`config.mk`:
```
export PLATFORM = sky130hd
export DESIGN_NAME = calendar_day_difference
export DESIGN_NICKNAME = d
export VERILOG_FILES = /design/src/hw/rtl/cdd_pkg.sv /design/src/hw/rtl/cdd_ctrl.sv /design/src/hw/rtl/cdd_datapath.sv /design/src/hw/rtl/calendar_day_difference.sv
export SDC_FILE = /design/constraint.sdc
export NUM_CORES = 1
export LEC_CHECK = 0
export BUFFER_PORTS_ARGS = -buffer_cell sky130_fd_sc_hd__buf_2
export CAP_MARGIN = 20
export CELL_PAD_IN_SITES_DETAIL_PLACEMENT = 1
export CELL_PAD_IN_SITES_GLOBAL_PLACEMENT = 1
export CORE_ASPECT_RATIO = 1.1
export CORE_MARGIN = 2
export CORE_UTILIZATION = 50
export DETAILED_ROUTE_END_ITERATION = 10
export PLACE_DENSITY_LB_ADDON = 0.1
export REMOVE_ABC_BUFFERS = 1
export SYNTH_ARGS = -nofsm -noshare
export SYNTH_HDL_FRONTEND = slang
export SYNTH_SLANG_ARGS = --single-unit
```
`constraint.sdc`:
```
create_clock -name clock -period 13.65 [get_ports clock]
set_input_delay 1.365 -clock clock [delete_from_list [all_inputs] [get_ports clock]]
set_output_delay 1.365 -clock clock [all_outputs]
set_load 0.02 [all_outputs]
```
`src/hw/rtl/cdd_pkg.sv`:
```
// ----------------------------------------------------------------------------
// cdd_pkg
// Shared types, constants and helpers for the calendar day difference block.
// ----------------------------------------------------------------------------
package cdd_pkg;

   localparam int COUNT_BITS = 20;
   localparam int YEAR_BITS  = 14;
   localparam int MONTH_BITS = 4;
   localparam int DAY_BITS   = 5;
   localparam int REQ_BITS   = ((2 * (YEAR_BITS + MONTH_BITS + DAY_BITS) + 7) / 8) * 8;
   localparam int RSP_BITS   = ((COUNT_BITS + 2 + 7) / 8) * 8;
   localparam int CSR_IDX_BITS = 2;

   localparam logic [CSR_IDX_BITS-1:0] CSR_WALK_LIMIT = 2'd0;
   localparam logic [CSR_IDX_BITS-1:0] CSR_AGE_LIMIT  = 2'd1;

   localparam logic [COUNT_BITS-1:0] WALK_LIMIT_RESET = COUNT_BITS'(1048575);
   localparam logic [COUNT_BITS-1:0] AGE_LIMIT_RESET  = COUNT_BITS'(43830);

   // floor(y / 100) = (y * DIV100_MUL) >> DIV100_SHIFT for 14-bit y
   localparam logic [12:0] DIV100_MUL   = 13'd5243;
   localparam int          DIV100_SHIFT = 19;
   localparam int          PROD_BITS    = 27;
   localparam int          CENT_BITS    = 8;
   localparam int          REM_BITS     = 7;

   localparam logic [MONTH_BITS-1:0] MONTH_FEB = 4'd2;
   localparam logic [MONTH_BITS-1:0] MONTH_APR = 4'd4;
   localparam logic [MONTH_BITS-1:0] MONTH_JUN = 4'd6;
   localparam logic [MONTH_BITS-1:0] MONTH_SEP = 4'd9;
   localparam logic [MONTH_BITS-1:0] MONTH_NOV = 4'd11;
   localparam logic [MONTH_BITS-1:0] MONTH_DEC = 4'd12;
   localparam logic [MONTH_BITS-1:0] MONTH_JAN = 4'd1;

   typedef enum logic [3:0] {
      ST_IDLE = 4'b0001,
      ST_PREP = 4'b0010,
      ST_WALK = 4'b0100,
      ST_DONE = 4'b1000
   } state_type;

   typedef struct packed {
      logic load;
      logic prep;
      logic step;
      logic give_up;
   } cmd_type;

   typedef struct packed {
      logic at_end;
      logic at_limit;
   } status_type;

   // Month length; months outside 1..12 count as 31 days.
   function automatic logic [DAY_BITS-1:0] month_days(
      input logic [MONTH_BITS-1:0] month,
      input logic                  leap
   );
      logic [DAY_BITS-1:0] days;
      case (month)
         MONTH_FEB: days = leap ? 5'd29 : 5'd28;
         MONTH_APR, MONTH_JUN, MONTH_SEP, MONTH_NOV: days = 5'd30;
         default: days = 5'd31;
      endcase
      return days;
   endfunction

endpackage

```
`src/hw/rtl/cdd_ctrl.sv`:
```
// ----------------------------------------------------------------------------
// cdd_ctrl
// Sequencer: load, prepare year residues, walk one day per cycle, deliver.
// ----------------------------------------------------------------------------
module cdd_ctrl (
   input  logic                clock,
   input  logic                reset,
   input  logic                req_tvalid,
   output logic                req_tready,
   output logic                rsp_tvalid,
   input  logic                rsp_tready,
   input  cdd_pkg::status_type status,
   output cdd_pkg::cmd_type    cmd
);

   cdd_pkg::state_type state_ff, state_in;

   always_comb begin
      state_in   = state_ff;
      cmd        = '0;
      req_tready = 1'b0;
      rsp_tvalid = 1'b0;
      case (state_ff)
         cdd_pkg::ST_IDLE: begin
            req_tready = 1'b1;
            if (req_tvalid) begin
               cmd.load = 1'b1;
               state_in = cdd_pkg::ST_PREP;
            end
         end
         cdd_pkg::ST_PREP: begin
            cmd.prep = 1'b1;
            state_in = cdd_pkg::ST_WALK;
         end
         cdd_pkg::ST_WALK: begin
            if (status.at_end) begin
               state_in = cdd_pkg::ST_DONE;
            end else if (status.at_limit) begin
               cmd.give_up = 1'b1;
               state_in    = cdd_pkg::ST_DONE;
            end else begin
               cmd.step = 1'b1;
            end
         end
         cdd_pkg::ST_DONE: begin
            rsp_tvalid = 1'b1;
            if (rsp_tready) begin
               state_in = cdd_pkg::ST_IDLE;
            end
         end
         default: begin
            state_in = cdd_pkg::ST_IDLE;
         end
      endcase
   end

   always_ff @(posedge clock) begin
      if (reset) begin
         state_ff <= cdd_pkg::ST_IDLE;
      end else begin
         state_ff <= state_in;
      end
   end

endmodule

```
`src/hw/rtl/cdd_datapath.sv`:
```
// ----------------------------------------------------------------------------
// cdd_datapath
// Day cursor, step counter, year residues mod 100, limit registers.
// ----------------------------------------------------------------------------
module cdd_datapath (
   input  logic                                clock,
   input  logic                                reset,
   input  logic [cdd_pkg::REQ_BITS-1:0]        req_tdata,
   input  logic                                csr_valid,
   input  logic [cdd_pkg::CSR_IDX_BITS-1:0]    csr_index,
   input  logic [cdd_pkg::COUNT_BITS-1:0]      csr_data,
   input  cdd_pkg::cmd_type                    cmd,
   output cdd_pkg::status_type                 status,
   output logic [cdd_pkg::RSP_BITS-1:0]        rsp_tdata
);

   logic [cdd_pkg::YEAR_BITS-1:0]  year_ff, year_in, end_year_ff;
   logic [cdd_pkg::MONTH_BITS-1:0] month_ff, month_in, end_month_ff;
   logic [cdd_pkg::DAY_BITS-1:0]   day_ff, day_in, end_day_ff;
   logic [cdd_pkg::COUNT_BITS-1:0] count_ff, count_in;
   logic [cdd_pkg::PROD_BITS-1:0]  prod_ff;
   logic [cdd_pkg::CENT_BITS-1:0]  cent_ff, cent_in;
   logic [cdd_pkg::REM_BITS-1:0]   rem_ff, rem_in;
   logic                           gave_up_ff, gave_up_in;
   logic [cdd_pkg::COUNT_BITS-1:0] walk_limit_ff, age_limit_ff;

   logic                           leap;
   logic [cdd_pkg::DAY_BITS:0]     day_next;
   logic [cdd_pkg::DAY_BITS-1:0]   mdays;
   logic [cdd_pkg::CENT_BITS-1:0]  prep_cent;
   logic [cdd_pkg::YEAR_BITS-1:0]  prep_rem;
   logic                           over_age;

   assign leap  = (year_ff[1:0] == 2'd0) && ((rem_ff != '0) || (cent_ff[1:0] == 2'd0));
   assign mdays = cdd_pkg::month_days(month_ff, leap);
   assign day_next = {1'b0, day_ff} + 6'd1;

   assign prep_cent = prod_ff[cdd_pkg::PROD_BITS-1:cdd_pkg::DIV100_SHIFT];
   assign prep_rem  = year_ff - (cdd_pkg::YEAR_BITS'(prep_cent) * 14'd100);

   always_comb begin
      year_in    = year_ff;
      month_in   = month_ff;
      day_in     = day_ff;
      count_in   = count_ff;
      cent_in    = cent_ff;
      rem_in     = rem_ff;
      gave_up_in = gave_up_ff;
      if (cmd.load) begin
         year_in    = req_tdata[13:0];
         month_in   = req_tdata[17:14];
         day_in     = req_tdata[22:18];
         count_in   = '0;
         gave_up_in = 1'b0;
      end
      if (cmd.prep) begin
         cent_in = prep_cent;
         rem_in  = prep_rem[cdd_pkg::REM_BITS-1:0];
      end
      if (cmd.give_up) begin
         gave_up_in = 1'b1;
      end
      if (cmd.step) begin
         count_in = count_ff + cdd_pkg::COUNT_BITS'(1);
         if (day_next > {1'b0, mdays}) begin
            day_in = 5'd1;
            if (month_ff >= cdd_pkg::MONTH_DEC) begin
               month_in = cdd_pkg::MONTH_JAN;
               year_in  = year_ff + cdd_pkg::YEAR_BITS'(1);
               if (year_ff == '1) begin
                  cent_in = '0;
                  rem_in  = '0;
               end else if (rem_ff == 7'd99) begin
                  cent_in = cent_ff + cdd_pkg::CENT_BITS'(1);
                  rem_in  = '0;
               end else begin
                  rem_in = rem_ff + cdd_pkg::REM_BITS'(1);
               end
            end else begin
               month_in = month_ff + cdd_pkg::MONTH_BITS'(1);
            end
         end else begin
            day_in = day_next[cdd_pkg::DAY_BITS-1:0];
         end
      end
   end

   always_ff @(posedge clock) begin
      if (reset) begin
         year_ff    <= '0;
         month_ff   <= cdd_pkg::MONTH_JAN;
         day_ff     <= 5'd1;
         count_ff   <= '0;
         cent_ff    <= '0;
         rem_ff     <= '0;
         gave_up_ff <= 1'b0;
      end else begin
         year_ff    <= year_in;
         month_ff   <= month_in;
         day_ff     <= day_in;
         count_ff   <= count_in;
         cent_ff    <= cent_in;
         rem_ff     <= rem_in;
         gave_up_ff <= gave_up_in;
      end
   end

   always_ff @(posedge clock) begin
      if (cmd.load) begin
         end_year_ff  <= req_tdata[36:23];
         end_month_ff <= req_tdata[40:37];
         end_day_ff   <= req_tdata[45:41];
         prod_ff      <= cdd_pkg::PROD_BITS'(req_tdata[13:0]) *
                         cdd_pkg::PROD_BITS'(cdd_pkg::DIV100_MUL);
      end
   end

   always_ff @(posedge clock) begin
      if (reset) begin
         walk_limit_ff <= cdd_pkg::WALK_LIMIT_RESET;
         age_limit_ff  <= cdd_pkg::AGE_LIMIT_RESET;
      end else if (csr_valid) begin
         case (csr_index)
            cdd_pkg::CSR_WALK_LIMIT: walk_limit_ff <= csr_data;
            cdd_pkg::CSR_AGE_LIMIT:  age_limit_ff  <= csr_data;
            default: begin
            end
         endcase
      end
   end

   assign status.at_end   = (day_ff == end_day_ff) && (month_ff == end_month_ff) &&
                            (year_ff == end_year_ff);
   assign status.at_limit = (count_ff >= walk_limit_ff);

   assign over_age  = (count_ff >= age_limit_ff);
   assign rsp_tdata = cdd_pkg::RSP_BITS'({gave_up_ff, over_age, count_ff});

endmodule

```
`src/hw/rtl/calendar_day_difference.sv`:
```
// ----------------------------------------------------------------------------
// calendar_day_difference
// Counts Gregorian days from a start date to an end date by day stepping.
//
//   channel | dir | handshake               | payload
//   req     | in  | req_tvalid/req_tready   | start and end dates
//   rsp     | out | rsp_tvalid/rsp_tready   | day count and flags
//   csr     | in  | csr_valid/csr_ready     | csr_index, csr_data
//
// A transaction passes through the idle state that accepts it, a prepare
// state that forms year mod 100, one walk step per day counted plus one
// closing compare, and a done state presenting the result.
// A walk that gives up stops at day_count = walk_limit. A low rsp_tready
// holds the result; req_tready is high only while idle; csr writes always taken.
// Reset is synchronous; limits return to walk 1048575, age 43830.
// ----------------------------------------------------------------------------
module calendar_day_difference (
   input  logic                             clock,
   input  logic                             reset,
   input  logic                             req_tvalid,
   output logic                             req_tready,
   // start_year[13:0], start_month[17:14], start_day[22:18],
   // end_year[36:23], end_month[40:37], end_day[45:41], zero pad
   input  logic [cdd_pkg::REQ_BITS-1:0]     req_tdata,
   output logic                             rsp_tvalid,
   input  logic                             rsp_tready,
   // day_count[19:0], over_age_limit[20], gave_up[21], zero pad
   output logic [cdd_pkg::RSP_BITS-1:0]     rsp_tdata,
   input  logic                             csr_valid,
   output logic                             csr_ready,
   input  logic [cdd_pkg::CSR_IDX_BITS-1:0] csr_index,
   input  logic [cdd_pkg::COUNT_BITS-1:0]   csr_data
);

   cdd_pkg::cmd_type    cmd;
   cdd_pkg::status_type status;

   assign csr_ready = 1'b1;

   cdd_ctrl u_ctrl (
      .clock      (clock),
      .reset      (reset),
      .req_tvalid (req_tvalid),
      .req_tready (req_tready),
      .rsp_tvalid (rsp_tvalid),
      .rsp_tready (rsp_tready),
      .status     (status),
      .cmd        (cmd)
   );

   cdd_datapath u_datapath (
      .clock     (clock),
      .reset     (reset),
      .req_tdata (req_tdata),
      .csr_valid (csr_valid),
      .csr_index (csr_index),
      .csr_data  (csr_data),
      .cmd       (cmd),
      .status    (status),
      .rsp_tdata (rsp_tdata)
   );

endmodule

```
# == Word level (Yosys, flattened, before mapping) ==
# Cells that the tools add are included.
# totals
register_bits,153
in_bits,75
output_inout_bits,27
word_cells,102
# op_classes
add_sub_neg,7
n_mul,2
order_cmp,4
eq_ne,18
muxes,43
reduce_logical,14
# ops
operator,n
$mux W14,4
$mux W8,6
$mux W7,6
$ge A20 B20 Y1,2
$mux W20,2
$mux W4,8
$mul A14 B13 Y27 const B,1
$add A20 B1 Y20 const B,1
$pmux W4 S4,1
$mux W5,3
$add A14 B1 Y14 const B,1
$eq A14 B14 Y1,1
$eq A14 B14 Y1 const B,1
$eq A4 B3 Y1 const B,3
$eq A4 B4 Y1 const B,3
$mux W1,10
$pmux W5 S2,1
$add A8 B1 Y8 const B,1
$eq A4 B2 Y1 const B,2
$mul A8 B5 Y5 const B,1
$add A7 B1 Y7 const B,1
$eq A7 B7 Y1 const B,1
$reduce_bool A7 Y1,1
$sub A7 B7 Y7,1
other kinds (18),26

# == Longest topological paths before layout ==
# depth
ltp_word,8
depth_mapped,17
mapped_depth_nobuf,17

# == Cells and area by module ==
# Synthesis repeated with hierarchy kept, for this count alone.
# unflattened
hier_cells,1103
area_unflattened_um2,10182.3
# modules_own_cells
mod,instances,cells_each,area_each_um2,seq_area_each_um2
cdd_datapath,1,1078,9940.8,2702.6
cdd_ctrl,1,23,230.2,80.1
calendar_day_difference,1,2,11.3,0.0

# == Worst setup path after synthesis ==
# No wires, ideal clock.
# synth_path
path_kind,in2reg
startpoint,input port req_tdata[5] (netlist bit)
endpoint,register u_datapath.prod_ff[23] (netlist bit) (data pin)
setup_time_ps,136
t_arrival_ps,5491
required_time_ps,13514
path_slack_ps,8023
stages,17
n_path_buf,0
path_cell_list,inv_1 > fa_1 > inv_1 > ha_1 > fa_1 > inv_1 > fa_1 > fa_1 > inv_1 > ha_1 > nand3_1 > nor2_1 > a2111o_1 > a21oi_1 > a311oi_1 > or4_1 > nand3_1
# synth_via
elab_chain_len,1
# synth_rtl
element,line,source
start: declaration,calendar_day_difference.sv:24,"input logic [cdd_pkg::REQ_BITS-1:0] req_tdata,"
$mul A14 B13 Y27,cdd_datapath.sv:113,prod_ff <= cdd_pkg::PROD_BITS'(req_tdata[13:0]) *
end signal: assignment,cdd_datapath.sv:113,
end: declaration,cdd_datapath.sv:21,logic [cdd_pkg::PROD_BITS-1:0] prod_ff;
# Every way passes these cells.
# A chain may end at the register's enable or synchronous reset.

# == Worst setup path in the final report ==
# layout_path
startpoint,input port req_tdata[4] (netlist bit)
endpoint,register u_datapath.prod_ff[23] (netlist bit) (data pin)
# The elaborated chain is that of the path after synthesis.

==> results_dict.tcl <==
set metrics [dict create \
    nets 1460 \
    drive_gt1_share_pct 13.0 \
    power.leakage_uw 0.00538 \
    grt_use_total_pct 27.3 \
    irDropWorstVdd_mv 0.105 \
    grt_pass1_vias 9069 \
    die_w_um 140 \
    grt_pass1_wl_um 46200 \
    vias 8281 \
    status "completed" \
    antenna_left 0 \
    yosys.area.top_type "dfxtp_1" \
    path_class "primary input to flip-flop" \
    grt_max_degree 58 \
    gp_congestion 0.844 \
    root_buffer "clkbuf_16" \
    cp_max_fo 5 \
    cp.arrival_ns 6.33 \
    port_buffers 96 \
    dieArea_um2 21400 \
    tritoncts "yes" \
    hold_path_class "flip-flop to flip-flop" \
    multi_input_area_um2 6520 \
    core_area_um2 19900 \
    synthCells 1100 \
    drv_slew 0 \
    synth_area_um2 10100 \
    clk_pin_slew_worst_paths_ns 0.05 \
    drt-initial-drc-count 351 \
    n_fill_cell 2354 \
    cts_resized 0 \
    syn_avg_cell_area_um2 9.21 \
    vias_per_cell 5.73 \
    cp-end-kind "flip-flop" \
    syn_to_final_growth_pct 12.6 \
    numClockSinks 125 \
    utilization_pct 57.4 \
    die_y_um 153 \
    async_flop_share_pct 0 \
    setup-tns-final_ns 0 \
    gr-total-overflow 0 \
    first_pass_iters 4 \
    post_cts_buffers 0 \
    rows 54 \
    p_per_area_nw_per_um2 134 \
    cap_violations 0 \
    ys_warn_count 0 \
    timing.fmax_mhz 166 \
    yosysTopAreaCellShare_pct 19.2 \
    setup_violations 0 \
    maxSlewHeadroom_pct 37.4 \
    start_kind "primary input" \
    post-route-period-util_pct 44.2 \
    seq_area_frac_synth_pct 27.5 \
    synthTopCellsByArea "dfxtp_1 (19%), ha_1 (18%), fa_1 (12%), edfxtp_1 (8.3%), inv_1 (6.1%)" \
    grt_setup_unrepaired "false" \
    grt_antenna_before_repair 0 \
    numCtsBuffers 17 \
    ys_types 74 \
    ctsHoldBuffers 0 \
    hpwl_um 21300 \
    wl_per_cell_um 19.3 \
    seq_area_um2 2780 \
    io-pin-count 102 \
    cts_htree_levels 4 \
    drc 0 \
    min_period_ns 6.03 \
    cp_data_required_time_ns 13.95 \
    ys_seq_elements 125 \
    clkLatencyLatePin_ns 0.43 \
    hold_viol 0 \
    synth_enable_flop_cells 28 \
    synth_top_flop_cell "dfxtp_1" \
    initial_core_util_pct 51.0 \
    fin_skew_ns 0.00870 \
    wl_um 27800 \
    max-clock-path-buffers 2 \
    max_slew.worst_pin.slew_ns 0.939 \
]
[metrics by stage]
step           power, uW  area, um^2  hold WS [ns]  instances  setup WS, ns
2_1_floorplan        886        9910         0.430       1055          8.02
3_3_place_gp        1040       10800         0.442       1409          7.22
3_5_place_dp        1070       10800         0.454       1409          7.14
4_1_cts             1540       11400         0.462       1441          7.58
5_1_grt             1650       11400         0.484       1443          7.36
6_report            1530       11400         0.459       1444          7.62
[sequential cells by signal, indices dropped and copies added, names as in the netlist]
signal and cells:
u_datapath.end_year_ff 14, u_datapath.walk_limit_ff 20, u_datapath.cent_ff 2, u_datapath.gave_up_ff 1, u_datapath.count_ff 20, u_ctrl.state_ff 4
u_datapath.end_day_ff 5, u_datapath.end_month_ff 4, u_datapath.day_ff 5, u_datapath.age_limit_ff 20, u_datapath.month_ff 4, u_datapath.year_ff 14
u_datapath.rem_ff 7, u_datapath.prod_ff 5
[final timing paths]
check	endpoint	start	depth (start not counted)	slack (ns)
worst max register to register	u_datapath.year_ff[5]	u_datapath.rem_ff[0]	14	9.03
worst min-delay path	u_datapath.age_limit_ff[7]	u_datapath.age_limit_ff[7]	2	0.46
worst max-delay path	u_datapath.prod_ff[23]	req_tdata[4]	18	7.62
worst min register to register	u_datapath.age_limit_ff[7]	u_datapath.age_limit_ff[7]	2	0.46
[cell families (layout without fill, tap and decap cells)]
| group | Yosys count | after routing | share of synthesized area (%) |
|---|---|---|---|
| simple gates | 290 | 290 | 14.6 |
| compound gates | 202 | 202 | 13.6 |
| fa+ha+maj | 207 | 207 | 30.2 |
| buf+inv | 211 | 301 | 8.30 |
| other cells | 2 | 4 | 0.0741 |
| mux | 18 | 18 | 1.91 |
| flops | 125 | 125 | 27.5 |
| xor+xnor | 45 | 45 | 3.89 |
[cell usage after synthesis (27+ instances only)]
cell and count:
inv_1 164, ha_1 144, nand2_1 106, dfxtp_1 97, fa_1 63, a21oi_1 57, nor2_1 41, o211ai_1 33
nand3_1 32, clkbuf_1 29, edfxtp_1 28, o21ai_0 27
[report_power, final]
part | total (uW) | internal (uW) | switching (uW)
registers | 444 | 417 | 27.2
logic | 621 | 265 | 356
clock network | 462 | 287 | 175
total | 1530 | 969 | 558
[worst max-delay path: stages]
cell and delay, ns:
buf_2 0.17, inv_1 0.13, fa_1 0.55, inv_1 0.05, ha_1 0.22, fa_1 0.55
inv_1 0.05, fa_1 0.48, fa_1 0.58, inv_1 0.05, ha_1 0.30, nand3_1 0.10
nor2_1 0.05, a2111o_1 0.46, a21oi_1 0.35, a311oi_1 0.25, or4_1 0.51, nand3_1 0.10
[placed cells by master (no fill, tap or decap), types with 4 or more instances in the layout]
cell type / synthesis / final
o211ai_1: 33 / 33
mux2_2: 7 / 7
xor2_1: 23 / 23
a311oi_1: 4 / 4
a22oi_1: 4 / 4
a21oi_1: 57 / 57
ha_1: 144 / 144
a211oi_1: 7 / 7
o21a_1: 4 / 4
inv_1: 164 / 164
nor3b_1: 5 / 4
nand2b_1: 8 / 8
and3_1: 15 / 15
nor2b_1: 9 / 9
o21ai_0: 27 / 27
nor2_1: 41 / 41
a32oi_1: 8 / 8
o22ai_1: 11 / 11
clkinv_2: 0 / 4
o31ai_1: 5 / 5
dfxtp_1: 97 / 97
or4_1: 5 / 5
clkbuf_16: 0 / 20
edfxtp_1: 28 / 28
a21o_1: 8 / 8
nand4_1: 20 / 20
a31oi_1: 8 / 8
nor4_1: 9 / 8
nor3_1: 12 / 12
nand2_1: 106 / 106
buf_2: 3 / 96
buf_4: 6 / 7
xnor2_1: 22 / 22
fa_1: 63 / 63
nand3_1: 32 / 32
mux2i_1: 10 / 10
and4_1: 4 / 4
[final cells by class]
cell class / count / share of cell area, %
clock buffers: 24 / 4.61
inverters: 165 / 5.43
repair buffers: 104 / 4.92
diodes: 1 / 0.0219
clock inverters: 8 / 0.658
flip-flops and latches: 125 / 24.4
multi-input cells: 765 / 57.2
well taps: 252 / 2.77
[per-layer routing]
metal,global-route usage [%],wire length (um),vias up
met3,4.17,732,73
met5,0,0,-
li1,-,-,3978
met4,12.6,1130,0
met2,51.8,15300,157
met1,29.5,10700,4073
Note: power is estimated with default switching activity, not from simulation.
